`src/rtl/act_pkg.sv`:
```
`timescale 1ns / 1ps
package act_pkg;

  localparam int unsigned CodeCount = 23;

  typedef struct packed {
    logic [3:0] base;
    logic       first_base;
    logic [1:0] skip_bases;
    logic       reverse_strand;
    logic       use_db_table;
    logic       last_base;
  } act_in_t;

  typedef struct packed {
    logic [4:0] amino_acid;
    logic       end_of_protein;
    logic       no_residue;
  } act_out_t;

  typedef enum logic [0:0] {
    RegQueryCode = 1'b0,
    RegDbCode    = 1'b1
  } act_reg_e;

  // Residue indexes in "-ABCDEFGHIKLMNPQRSTVWXYZU*OJ"
  localparam logic [4:0] AaNone = 5'd0;
  localparam logic [4:0] AaB    = 5'd2;
  localparam logic [4:0] AaD    = 5'd4;
  localparam logic [4:0] AaE    = 5'd5;
  localparam logic [4:0] AaN    = 5'd13;
  localparam logic [4:0] AaQ    = 5'd15;
  localparam logic [4:0] AaX    = 5'd21;
  localparam logic [4:0] AaZ    = 5'd23;

  // Residue sets that merge into B and into Z
  localparam logic [27:0] AaSetBdn = (28'd1 << AaB) | (28'd1 << AaD) | (28'd1 << AaN);
  localparam logic [27:0] AaSetZeq = (28'd1 << AaZ) | (28'd1 << AaE) | (28'd1 << AaQ);

  function automatic logic [4:0] aa_of_char(input logic [7:0] c);
    logic [4:0] r;
    r = AaX;
    case (c)
      "A": r = 5'd1;  "B": r = 5'd2;  "C": r = 5'd3;  "D": r = 5'd4;
      "E": r = 5'd5;  "F": r = 5'd6;  "G": r = 5'd7;  "H": r = 5'd8;
      "I": r = 5'd9;  "K": r = 5'd10; "L": r = 5'd11; "M": r = 5'd12;
      "N": r = 5'd13; "P": r = 5'd14; "Q": r = 5'd15; "R": r = 5'd16;
      "S": r = 5'd17; "T": r = 5'd18; "V": r = 5'd19; "W": r = 5'd20;
      "X": r = 5'd21; "Y": r = 5'd22; "Z": r = 5'd23; "U": r = 5'd24;
      "*": r = 5'd25; "O": r = 5'd26; "J": r = 5'd27;
      default: r = AaX;
    endcase
    return r;
  endfunction

  function automatic logic [511:0] code_row(input logic [4:0] row);
    logic [511:0] s;
    case (row)
      5'd1:  s = "FFLLSSSSYY**CCWWLLLLPPPPHHQQRRRRIIMMTTTTNNKKSS**VVVVAAAADDEEGGGG";
      5'd2:  s = "FFLLSSSSYY**CCWWTTTTPPPPHHQQRRRRIIMMTTTTNNKKSSRRVVVVAAAADDEEGGGG";
      5'd3:  s = "FFLLSSSSYY**CCWWLLLLPPPPHHQQRRRRIIIMTTTTNNKKSSRRVVVVAAAADDEEGGGG";
      5'd4:  s = "FFLLSSSSYY**CCWWLLLLPPPPHHQQRRRRIIMMTTTTNNKKSSSSVVVVAAAADDEEGGGG";
      5'd5:  s = "FFLLSSSSYYQQCC*WLLLLPPPPHHQQRRRRIIIMTTTTNNKKSSRRVVVVAAAADDEEGGGG";
      5'd8:  s = "FFLLSSSSYY**CCWWLLLLPPPPHHQQRRRRIIIMTTTTNNNKSSSSVVVVAAAADDEEGGGG";
      5'd9:  s = "FFLLSSSSYY**CCCWLLLLPPPPHHQQRRRRIIIMTTTTNNKKSSRRVVVVAAAADDEEGGGG";
      5'd11: s = "FFLLSSSSYY**CC*WLLLSPPPPHHQQRRRRIIIMTTTTNNKKSSRRVVVVAAAADDEEGGGG";
      5'd12: s = "FFLLSSSSYY**CCWWLLLLPPPPHHQQRRRRIIMMTTTTNNKKSSGGVVVVAAAADDEEGGGG";
      5'd13: s = "FFLLSSSSYYY*CCWWLLLLPPPPHHQQRRRRIIIMTTTTNNNKSSSSVVVVAAAADDEEGGGG";
      5'd14: s = "FFLLSSSSYY*QCC*WLLLLPPPPHHQQRRRRIIIMTTTTNNKKSSRRVVVVAAAADDEEGGGG";
      5'd15: s = "FFLLSSSSYY*LCC*WLLLLPPPPHHQQRRRRIIIMTTTTNNKKSSRRVVVVAAAADDEEGGGG";
      5'd20: s = "FFLLSSSSYY**CCWWLLLLPPPPHHQQRRRRIIMMTTTTNNNKSSSSVVVVAAAADDEEGGGG";
      5'd21: s = "FFLLSS*SYY*LCC*WLLLLPPPPHHQQRRRRIIIMTTTTNNKKSSRRVVVVAAAADDEEGGGG";
      5'd22: s = "FF*LSSSSYY**CC*WLLLLPPPPHHQQRRRRIIIMTTTTNNKKSSRRVVVVAAAADDEEGGGG";
      default: s = "FFLLSSSSYY**CC*WLLLLPPPPHHQQRRRRIIIMTTTTNNKKSSRRVVVVAAAADDEEGGGG";
    endcase
    return s;
  endfunction

  // Mask bit (A,C,G,T) to position in TCAG order
  function automatic logic [1:0] tcag_of_bit(input logic [1:0] b);
    logic [1:0] r;
    case (b)
      2'd0: r = 2'd2;
      2'd1: r = 2'd1;
      2'd2: r = 2'd3;
      default: r = 2'd0;
    endcase
    return r;
  endfunction

  function automatic logic [4:0] merge_aa(input logic [4:0] acc, input logic [4:0] x);
    logic [4:0] r;
    if (acc == AaNone) r = x;
    else if (acc == x) r = acc;
    else if ((acc == AaB || acc == AaD || acc == AaN) &&
             (x == AaB || x == AaD || x == AaN)) r = AaB;
    else if ((acc == AaZ || acc == AaE || acc == AaQ) &&
             (x == AaZ || x == AaE || x == AaQ)) r = AaZ;
    else r = AaX;
    return r;
  endfunction

endpackage

```
`src/rtl/act_framer.sv`:
```
`timescale 1ns / 1ps
module act_framer import act_pkg::*; (
  input  logic       clk_i,
  input  logic       rst_ni,
  input  logic       step_i,
  input  act_in_t    item_i,
  output logic       done_o,
  output logic [3:0] m1_o,
  output logic [3:0] m2_o,
  output logic [3:0] m3_o
);
  logic [3:0] held0_q, held1_q;
  logic [1:0] phase_q, phase_d, skip_q, skip_d, ph, sk;
  logic [3:0] b;

  // Complement on the reverse strand: swap A/T and C/G bits
  assign b = item_i.reverse_strand ?
             {item_i.base[0], item_i.base[1], item_i.base[2], item_i.base[3]} : item_i.base;

  always_comb begin
    ph = item_i.first_base ? 2'd0 : phase_q;
    sk = item_i.first_base ? ((item_i.skip_bases == 2'd3) ? 2'd2 : item_i.skip_bases) : skip_q;
    done_o  = 1'b0;
    phase_d = ph;
    skip_d  = sk;
    if (sk != 2'd0) begin
      skip_d = sk - 2'd1;
    end else if (ph >= 2'd2) begin
      done_o  = 1'b1;
      phase_d = 2'd0;
    end else begin
      phase_d = ph + 2'd1;
    end
    if (item_i.last_base) begin
      phase_d = 2'd0;
      skip_d  = 2'd0;
    end
  end

  assign m1_o = held0_q;
  assign m2_o = held1_q;
  assign m3_o = b;

  // Advance frame state and hold bases
  always_ff @(posedge clk_i or negedge rst_ni) begin
    if (!rst_ni) begin
      phase_q <= 2'd0;
      skip_q  <= 2'd0;
      held0_q <= 4'd0;
      held1_q <= 4'd0;
    end else if (step_i) begin
      phase_q <= phase_d;
      skip_q  <= skip_d;
      if (sk == 2'd0 && ph < 2'd2) begin
        if (ph[0]) held1_q <= b;
        else       held0_q <= b;
      end
    end
  end
endmodule

```
`config.mk`:
```
export PLATFORM = sky130hd
export DESIGN_NAME = act_framer
export DESIGN_NICKNAME = d
export VERILOG_FILES = /design/src/rtl/act_pkg.sv /design/src/rtl/act_framer.sv
export SDC_FILE = /design/constraint.sdc
export NUM_CORES = 1
export LEC_CHECK = 0
export ABC_AREA = 0
export BUFFER_PORTS_ARGS = -buffer_cell sky130_fd_sc_hd__buf_4
export CAP_MARGIN = 20
export CORE_UTILIZATION = 35
export DETAILED_ROUTE_END_ITERATION = 6
export GPL_TIMING_DRIVEN = 0
export PLACE_DENSITY = 0.74
export SLEW_MARGIN = 20
export SYNTH_ARGS = -nofsm -noshare
export SYNTH_HDL_FRONTEND = slang
export SYNTH_SLANG_ARGS = --single-unit
```
`constraint.sdc`:
```
create_clock -name clk_i -period 5 [get_ports clk_i]
set_input_delay 0.25 -clock clk_i [delete_from_list [all_inputs] [get_ports clk_i]]
set_output_delay 0.25 -clock clk_i [all_outputs]
set_load 0.01 [all_outputs]
```
==> metrics.csv, run 1 <==
stage;metric;value;unit
run_status;status;finished, violations left;
run_status;violations;DRC;
setup_path;worstReg2RegEnd;m1_o[2]$_DFFE_PN0P_;
sta;finalSetupViolCount;0;
yosys;ys_top_cells_by_area;dfrtp_1 49%, mux2_2 22%, a211oi_4 3.3%, nor2_1 2.5%, nand2_1 1.8%;
setup_path;cp_max_fo;7;
yosys;mappedNetlistArea;612;um^2
yosys;ys_top_cells_by_count;12 x dfrtp_1, 12 x mux2_2, 4 x nor2_1;
yosys;synth_top_area_cell;dfrtp_1;
yosys;yosysSeqAreaShare;49.1;%
sta;layout_min_cycle_time;1.86;ns
yosys;syn_avg_cell_area;12.2;um^2
setup_path;critPathRequiredTime;5.15;ns
global_routing;track_usage;15.1;%
sta;clock_skew;0.00103;ns
global_routing;grtUsageMet1;17.7;%
floorplanning;die_area;1920;um^2
yosys;yosysUniqueCellTypes;22;
worst_hold_path;min_to;skip_q[0]$_DFFE_PN0P_;
setup_path;end_kind;register;
floorplanning;ios;26;
drt;viasPerCell;5.46;
drt;routed_wl;1230;um
global_routing;grt_pass1_wl;2060;um
yosys;synth_nets;63;
yosys;yosysTopAreaCellShare;49.1;%
yosys;synth_edf_count;0;
yosys;syn_inst;50;
drt;drc;4;
pwr;leakagePower;0.391;nW
clock_tree;clock-sinks;12;
global_routing;met2_usage;25.4;%
layout;stdcell_count;93;
drt;vias;508;
setup_path;cp-start-kind;register;
placement;dp.cells;89;
pwr;cellPowerDensity;360;nW/um^2
clock_tree;cts_root_buf;clkbuf_4;
worst_hold_path;hold_depth;2;
clock_tree;tritoncts;done;
clock_tree;clock_latency;0.26;ns
yosys;yosys_warnings;0;
global_routing;gr-total-overflow;0;
run;maxCapViolations;0;
floorplanning;num_rows;14;
sta;slew_violations;0;
drt;drt_first_pass_iters;6;
floorplanning;die_x;43.8;um
drt;drt_iter0_drc;11;
clock_tree;cts_buffer_depth;2;
sta;fmax;0.539;GHz
layout;drive_above_1_share;55.8;%
clock_tree;clk_pin_slew;0.07;ns
setup_path;rrSetupSlack;3.14;ns
global_routing;grt_use_met3;4.17;%
layout;antenna_cells;0;
sta;slew_headroom;81.8;%
global_routing;antenna_found_initial;0;
placement;routabilityCongestion;0.729;
worst_hold_path;min_path_type;input port to register;
drt;antenna_left;0;
setup_path;critPathArrivalTime;2.00;ns
pwr;ir_drop;0.000158;V
floorplanning;die-height;43.8;um
sta;worst_pin_slew;0.273;ns
sta;rsz0062_at_grt;no;
sta;period_share;37.1;%
sta;fin_setup_tns;0;ns
clock_tree;ctsResizeCount;0;
yosys;async_reset_ff_share;100;%
floorplanning;initial_utilization;38.8;%
layout;nets;92;
setup_path;critPathKind;register to register;
yosys;synth_seq_cells;12;
setup_path;regToRegStartpoint;skip_q[0]$_DFFE_PN0P_;
clock_tree;htreeDepth;1;
layout;syn_to_final_growth;36.8;%
sta;hold_viol;0;
global_routing;grt_max_degree;13;
worst_hold_path;hold_start;item_i[0];
placement;port_buffers;23;
drt;wl_per_cell;13.2;um
global_routing;grt_pass1_vias;479;
yosys;synth_top_flop_cell;dfrtp_1;
clock_tree;cts_buffers;3;
setup_path;r2r.worst_path.cells;3;
global_routing;top_usage_layer;met2;
floorplanning;core;1580;um^2
[cell type report]
type / count / area, um^2
clock buffer: 3 / 22.5
fill: 144 / 739
buffer: 1 / 7.51
tap: 16 / 20.0
sequential: 12 / 300
inverter: 2 / 7.51
timing repair buffer: 24 / 183
multi-input combinational: 35 / 297
[worst max-delay path by stage]
stage / start / endpoint / slack [ns]
2_1_floorplan: skip_q[0]$_DFFE_PN0P_ / m1_o[0]$_DFFE_PN0P_ / 3.24
3_3_place_gp: skip_q[0]$_DFFE_PN0P_ / m1_o[0]$_DFFE_PN0P_ / 3.16
3_5_place_dp: skip_q[0]$_DFFE_PN0P_ / m1_o[0]$_DFFE_PN0P_ / 3.15
4_1_cts: skip_q[0]$_DFFE_PN0P_ / m1_o[0]$_DFFE_PN0P_ / 3.14
5_1_grt: skip_q[0]$_DFFE_PN0P_ / m1_o[3]$_DFFE_PN0P_ / 3.09
6_report: skip_q[0]$_DFFE_PN0P_ / m1_o[2]$_DFFE_PN0P_ / 3.14
[flip-flops by register name, indices dropped and copies added, names as in the netlist]
signal,flops
skip_q,2
phase_q,2
m2_o,4
m1_o,4
[repair_timing]
action | 4_1_cts | 5_1_grt
hold buffers | 1 | 0
setup buffers | 0 | 0
hold endpoints to repair | 12 | 0
[routing by layer]
| metal | part of all wire [%] | vias up |
|---|---|---|
| li1 | - | 242 |
| met1 | 43 | 240 |
| met2 | 47 | 26 |
| met3 | 11 | 0 |
| met4 | 0 | 0 |
| met5 | 0 | - |
[where the power goes]
| group | total, mW | internal (mW) | switching (mW) |
|---|---|---|---|
| registers | 0.137 | 0.123 | 0.0137 |
| clock network | 0.0553 | 0.0278 | 0.0276 |
| logic | 0.109 | 0.0649 | 0.0441 |
| total | 0.301 | 0.216 | 0.0854 |
[cell families (layout without fill, tap and decap cells)]
| family | count (synthesis) | in the layout | synth area share, % |
|---|---|---|---|
| compound gates | 10 | 10 | 14.5 |
| buf+inv | 3 | 30 | 2.45 |
| flops | 12 | 12 | 49.1 |
| mux | 12 | 12 | 22.1 |
| simple gates | 13 | 13 | 11.9 |
[critical path: stages (launching register included)]
cell and delay (ns):
dfrtp_1 0.46, or4_4 0.58, a211oi_4 0.33, mux2_2 0.37
[per-stage QoR]
step	hold slack, ns	worst slack (ns)	cell area (um^2)	power (mW)	util (%)
2_1_floorplan	-0.0456	3.24	612	0.190	-
3_3_place_gp	0.0968	3.16	805	0.244	51.0
3_5_place_dp	0.0957	3.15	805	0.248	51.0
4_1_cts	0.191	3.14	837	0.306	53.1
5_1_grt	0.189	3.09	837	0.323	53.1
6_report	0.206	3.14	837	0.301	53.1
[placed cells by master (no fill, tap or decap), types with 2 or more instances in the layout]
cell,synthesis,routed
inv_1,2,2
mux2_2,12,12
buf_4,1,24
dfrtp_1,12,12
nand2_1,3,3
nor2_1,4,4
clkbuf_4,0,3
Note: power is estimated with default switching activity, not from simulation.
==> run 2, diff against run 1 <==
==> constraint.sdc (replaced) <==
create_clock -name clk_i -period 1.8 [get_ports clk_i]
set_input_delay 0.09 -clock clk_i [delete_from_list [all_inputs] [get_ports clk_i]]
set_output_delay 0.09 -clock clk_i [all_outputs]
set_load 0.01 [all_outputs]
==> metrics.csv, run 2 (synthesis gave the netlist of run 1 again) <==
stage;metric;value;unit
clock_tree;cts_buffers;3;
placement;routabilityCongestion;0.729;
global_routing;grt_pass1_vias;482;
drt;wl_per_cell;13.2;um
global_routing;antenna_found_initial;0;
floorplanning;initial_utilization;38.8;%
sta;period_share;99.1;%
floorplanning;die_area;1920;um^2
setup_path;critPathBufInv;0;
sta;fmax;0.560;GHz
placement;port_buffers;23;
run_status;status;finished, violations left;
clock_tree;clock-sinks;12;
layout;n_fill_cell;141;
run;maxCapViolations;0;
layout;nets;95;
setup_path;crit_chain;or4_4, a211oi_4, mux2_2;
layout;layout_commonest_cell;buf_4;
worst_hold_path;hold_start;item_i[0];
drt;dr.max_layer_used;met4;
clock_tree;clk_pin_slew;0.07;ns
setup_path;critPathArrivalTime;1.93;ns
pwr;ir_drop;0.000449;V
setup_path;critPathRequiredTime;1.95;ns
layout;multi_input_area;297;um^2
sta;slew_violations;0;
drt;dr_wl_met3;131;um
global_routing;grt_pass1_wl;2050;um
run_status;violations;DRC;
layout;stdcell_count;96;
setup_path;cp_slowest_stage_delay;0.55;ns
drt;antenna_left;0;
drt;vias;515;
sta;layout_min_cycle_time;1.78;ns
layout;syn_to_final_growth;40.9;%
floorplanning;die_x;43.8;um
drt;wl_met2;583;um
layout;final_cell_mix;27 x buf_4, 12 x mux2_2, 10 x dfrtp_1;
sta;hold_viol;0;
worst_hold_path;min_path_type;input port to register;
setup_path;regToRegStartpoint;skip_q[0]$_DFFE_PN0P_;
drt;drc;4;
pwr;leakagePower;0.404;nW
layout;seq_area;303;um^2
setup_path;rrSetupSlack;0.02;ns
placement;dp_slack;-0.0535;ns
layout;drive_above_1_share;60.0;%
clock_tree;tritoncts;done;
pwr;cellPowerDensity;973;nW/um^2
sta;rsz0062_at_grt;yes;
setup_path;crit_slowest_cell;or4_4;
sta;worst_pin_slew;0.273;ns
global_routing;gr-total-overflow;0;
floorplanning;die-height;43.8;um
drt;drt_first_pass_iters;6;
setup_path;r2r.worst_path.cells;3;
clock_tree;clock_latency;0.26;ns
clock_tree;cts_buffer_depth;2;
setup_path;cp_max_fo;4;
drt;drt_iter0_drc;14;
global_routing;grt_max_degree;13;
sta;postLayoutSetupSlackWorst;0.0157;ns
setup_path;crit_family;simple AND/OR/NAND/NOR gates;
drt;drt-met1-wl;545;um
layout;antenna_cells;0;
sta;finalSetupViolCount;0;
setup_path;end_kind;register;
global_routing;track_usage;15.1;%
clock_tree;htreeDepth;1;
sta;whs;0.0401;ns
setup_path;worstReg2RegEnd;m1_o[2]$_DFFE_PN0P_;
floorplanning;core;1580;um^2
setup_path;critPathKind;register to register;
floorplanning;num_rows;14;
worst_hold_path;min_to;skip_q[0]$_DFFE_PN0P_;
floorplanning;ios;26;
worst_hold_path;hold_depth;2;
sta;slew_headroom;81.8;%
setup_path;cp-start-kind;register;
sta;clock_skew;0.00310;ns
drt;routed_wl;1270;um
clock_tree;cts_root_buf;clkbuf_4;
drt;viasPerCell;5.36;
placement;dp.cells;89;
==> run 2: worst max-delay path by stage <==
stage / start / endpoint / depth (start not counted)
2_1_floorplan: skip_q[0]$_DFFE_PN0P_ / m1_o[0]$_DFFE_PN0P_ / 3
3_3_place_gp: skip_q[0]$_DFFE_PN0P_ / m1_o[0]$_DFFE_PN0P_ / 3
3_5_place_dp: skip_q[0]$_DFFE_PN0P_ / m1_o[0]$_DFFE_PN0P_ / 3
4_1_cts: skip_q[1]$_DFFE_PN0P_ / m1_o[0]$_DFFE_PN0P_ / 3
5_1_grt: skip_q[0]$_DFFE_PN0P_ / m1_o[3]$_DFFE_PN0P_ / 3
6_report: skip_q[0]$_DFFE_PN0P_ / m1_o[2]$_DFFE_PN0P_ / 3
==> run 2: power breakdown <==
part	switching [mW]	internal, mW	total (mW)
sequential	0.0367	0.342	0.378
combinational	0.124	0.182	0.306
clock	0.0774	0.0771	0.155
total	0.238	0.601	0.839
==> run 2: final cells by class <==
type / instances / area share [%]
buffer: 1 / 0.871
clock buffer: 3 / 2.61
inverter: 2 / 0.871
multi-input combinational: 35 / 34.4
sequential: 12 / 35.1
tap: 16 / 2.32
timing repair buffer: 27 / 23.8
==> run 2: routing by layer <==
| layer | GRT usage, % | vias up |
|---|---|---|
| met1 | 17.4 | 240 |
| met5 | 0 | - |
| li1 | - | 247 |
| met3 | 4.17 | 2 |
| met2 | 25.7 | 26 |
| met4 | 7.50 | 0 |
==> run 2: timing repair <==
item | in CTS | in global routing
buffers inserted | 1 | 2
endpoints found under the hold margin | 12 | 0
hold buffers | 1 | 0
endpoints found under the setup margin | 4 | 4
gates resized for setup | 1 | 1
pin swaps | 1 | 1
==> run 2: stage by stage <==
step	TNS [ns]	power, mW	util (%)	area (um^2)
6_report	0	0.839	54.7	862
4_1_cts	0	0.852	53.7	846
3_5_place_dp	-0.198	0.688	51.0	805
5_1_grt	-0.136	0.899	54.7	862
2_1_floorplan	0	0.528	-	612
3_3_place_gp	-0.171	0.679	51.0	805
==> run 3, diff against run 2 <==
--- a/config.mk
+++ b/config.mk
@@ -11,7 +11,7 @@
 export CORE_UTILIZATION = 35
 export DETAILED_ROUTE_END_ITERATION = 6
 export GPL_TIMING_DRIVEN = 0
-export PLACE_DENSITY = 0.74
+export PLACE_DENSITY = 0.76
 export SLEW_MARGIN = 20
 export SYNTH_ARGS = -nofsm -noshare
 export SYNTH_HDL_FRONTEND = slang
==> constraint.sdc (replaced) <==
create_clock -name clk_i -period 1.55 [get_ports clk_i]
set_input_delay 0.0775 -clock clk_i [delete_from_list [all_inputs] [get_ports clk_i]]
set_output_delay 0.0775 -clock clk_i [all_outputs]
set_load 0.01 [all_outputs]
==> metrics.csv, run 3 (synthesis gave the netlist of run 1 again) <==
stage;metric;value;unit
clock_tree;htreeDepth;1;
drt;drc;4;
global_routing;grt_max_degree;13;
sta;period_share;112;%
placement;dp.cells;89;
sta;fmax;0.577;GHz
run_status;violations;DRC, setup timing;
floorplanning;num_rows;14;
setup_path;cp-start-kind;register;
clock_tree;cts_buffers;3;
layout;syn_to_final_growth;41.9;%
drt;viasPerCell;5.39;
worst_hold_path;min_path_type;input port to register;
drt;drt_first_pass_iters;6;
sta;slew_violations;0;
setup_path;end_kind;register;
sta;clock_skew;0.00114;ns
sta;slew_headroom;76.7;%
pwr;leakagePower;0.415;nW
layout;seq_area;302;um^2
floorplanning;die-height;43.8;um
drt;antenna_left;0;
drt;routed_wl;1350;um
global_routing;grt_pass1_vias;523;
setup_path;critPathRequiredTime;1.70;ns
global_routing;gr-total-overflow;0;
placement;port_buffers;23;
floorplanning;core;1580;um^2
layout;n_fill_cell;145;
layout;drive_above_1_share;58.2;%
sta;hold_viol;0;
sta;worst_pin_slew;0.349;ns
sta;rsz0062_at_grt;yes;
clock_tree;cts_buffer_depth;2;
floorplanning;die_area;1920;um^2
layout;final_cell_mix;26 x buf_4, 11 x dfrtp_1, 8 x mux2_2;
worst_hold_path;hold_depth;2;
sta;layout_min_cycle_time;1.73;ns
drt;wl_per_cell;14.2;um
global_routing;track_usage;17.1;%
pwr;cellPowerDensity;1160;nW/um^2
layout;layout_commonest_cell;buf_4;
layout;stdcell_count;95;
setup_path;cp_max_fo;4;
clock_tree;clock_latency;0.27;ns
setup_path;critPathArrivalTime;1.89;ns
floorplanning;die_x;43.8;um
drt;vias;512;
placement;dp_hpwl;981;um
sta;finalSetupViolCount;4;
clock_tree;tritoncts;done;
sta;postLayoutSetupSlackWorst;-0.182;ns
global_routing;antenna_found_initial;0;
clock_tree;cts_root_buf;clkbuf_4;
floorplanning;ios;26;
clock_tree;clk_pin_slew;0.07;ns
run;maxCapViolations;0;
pwr;p_total;1.00;mW
drt;drt_iter0_drc;12;
global_routing;grt_pass1_wl;2410;um
pwr;ir_drop;0.000481;V
layout;nets;94;
layout;antenna_cells;0;
run_status;status;finished, violations left;
clock_tree;clock-sinks;12;
setup_path;r2r.worst_path.cells;3;
floorplanning;initial_utilization;38.8;%
placement;routabilityCongestion;0.716;
layout;multi_input_area;312;um^2
setup_path;critPathKind;register to register;
run 3: changes by cell type in the layout (fill, tap and decap cells not counted):
cell / before / now
mux2_2: 12 / 8
mux2_4: 0 / 4
buf_4: 27 / 26
dfrtp_1: 10 / 11
dfrtp_2: 2 / 1
run 3: cell type report:
class                           count  area share [%]
Sequential cell                    12            34.7
Clock buffer                        3            2.59
Buffer                              1           0.865
Inverter                            2           0.865
Multi-Input combinational cell     35            35.9
Timing Repair Buffer               26            22.8
Tap cell                           16            2.31
run 3: report_power, final:
group | switching, mW | internal (mW) | leakage, nW
Sequential | 0.0472 | 0.397 | 0.148
Clock | 0.0947 | 0.0898 | 0.0138
Combinational | 0.148 | 0.227 | 0.254
Total | 0.289 | 0.714 | 0.415
run 3: final timing paths:
check | slack [ns] | end | start
setup / recovery | -0.18 | m1_o[3]$_DFFE_PN0P_ | skip_q[1]$_DFFE_PN0P_
hold / removal | 0.03 | skip_q[0]$_DFFE_PN0P_ | item_i[0]
setup reg to reg | -0.18 | m1_o[3]$_DFFE_PN0P_ | skip_q[1]$_DFFE_PN0P_
hold reg to reg | 0.51 | m2_o[0]$_DFFE_PN0P_ | m2_o[0]$_DFFE_PN0P_
max in group asynchronous | 1.21 | skip_q[0]$_DFFE_PN0P_ | rst_ni
min in group asynchronous | 0.18 | m2_o[1]$_DFFE_PN0P_ | rst_ni
run 3: layer usage:
layer	GRT usage (%)	up-vias	share of wire (%)
li1	-	246	-
met2	24.8	27	44
met1	23.3	235	45
met4	9.38	0	1.9
met3	4.17	4	9.4
met5	0	-	0
run 3: what timing repair did:
item / CTS / global route
hold buffers: 1 / 0
endpoints found under the hold margin: 12 / 0
gates cloned: 0 / 0
endpoints found under the setup margin: 4 / 4
pin swaps: 2 / 1
resized for setup: 5 / 0
buffers inserted: 2 / 0
run 3: worst max-delay path, cell delays in order, from the launching register on:
cell and delay [ns]:
dfrtp_1 0.38, or4_4 0.54, a211oi_4 0.37, mux2_4 0.34
run 3: metrics by stage:
step / util [%] / TNS [ns] / hold slack (ns) / setup WS, ns / area (um^2)
5_1_grt: 55.1 / -0.884 / 0.0198 / -0.225 / 868
3_3_place_gp: 51.0 / -0.925 / -0.0791 / -0.231 / 805
2_1_floorplan: - / -0.618 / -0.218 / -0.154 / 612
4_1_cts: 55.1 / -0.818 / 0.0157 / -0.207 / 868
3_5_place_dp: 51.0 / -0.928 / -0.0766 / -0.235 / 805
6_report: 55.1 / -0.720 / 0.0259 / -0.182 / 868
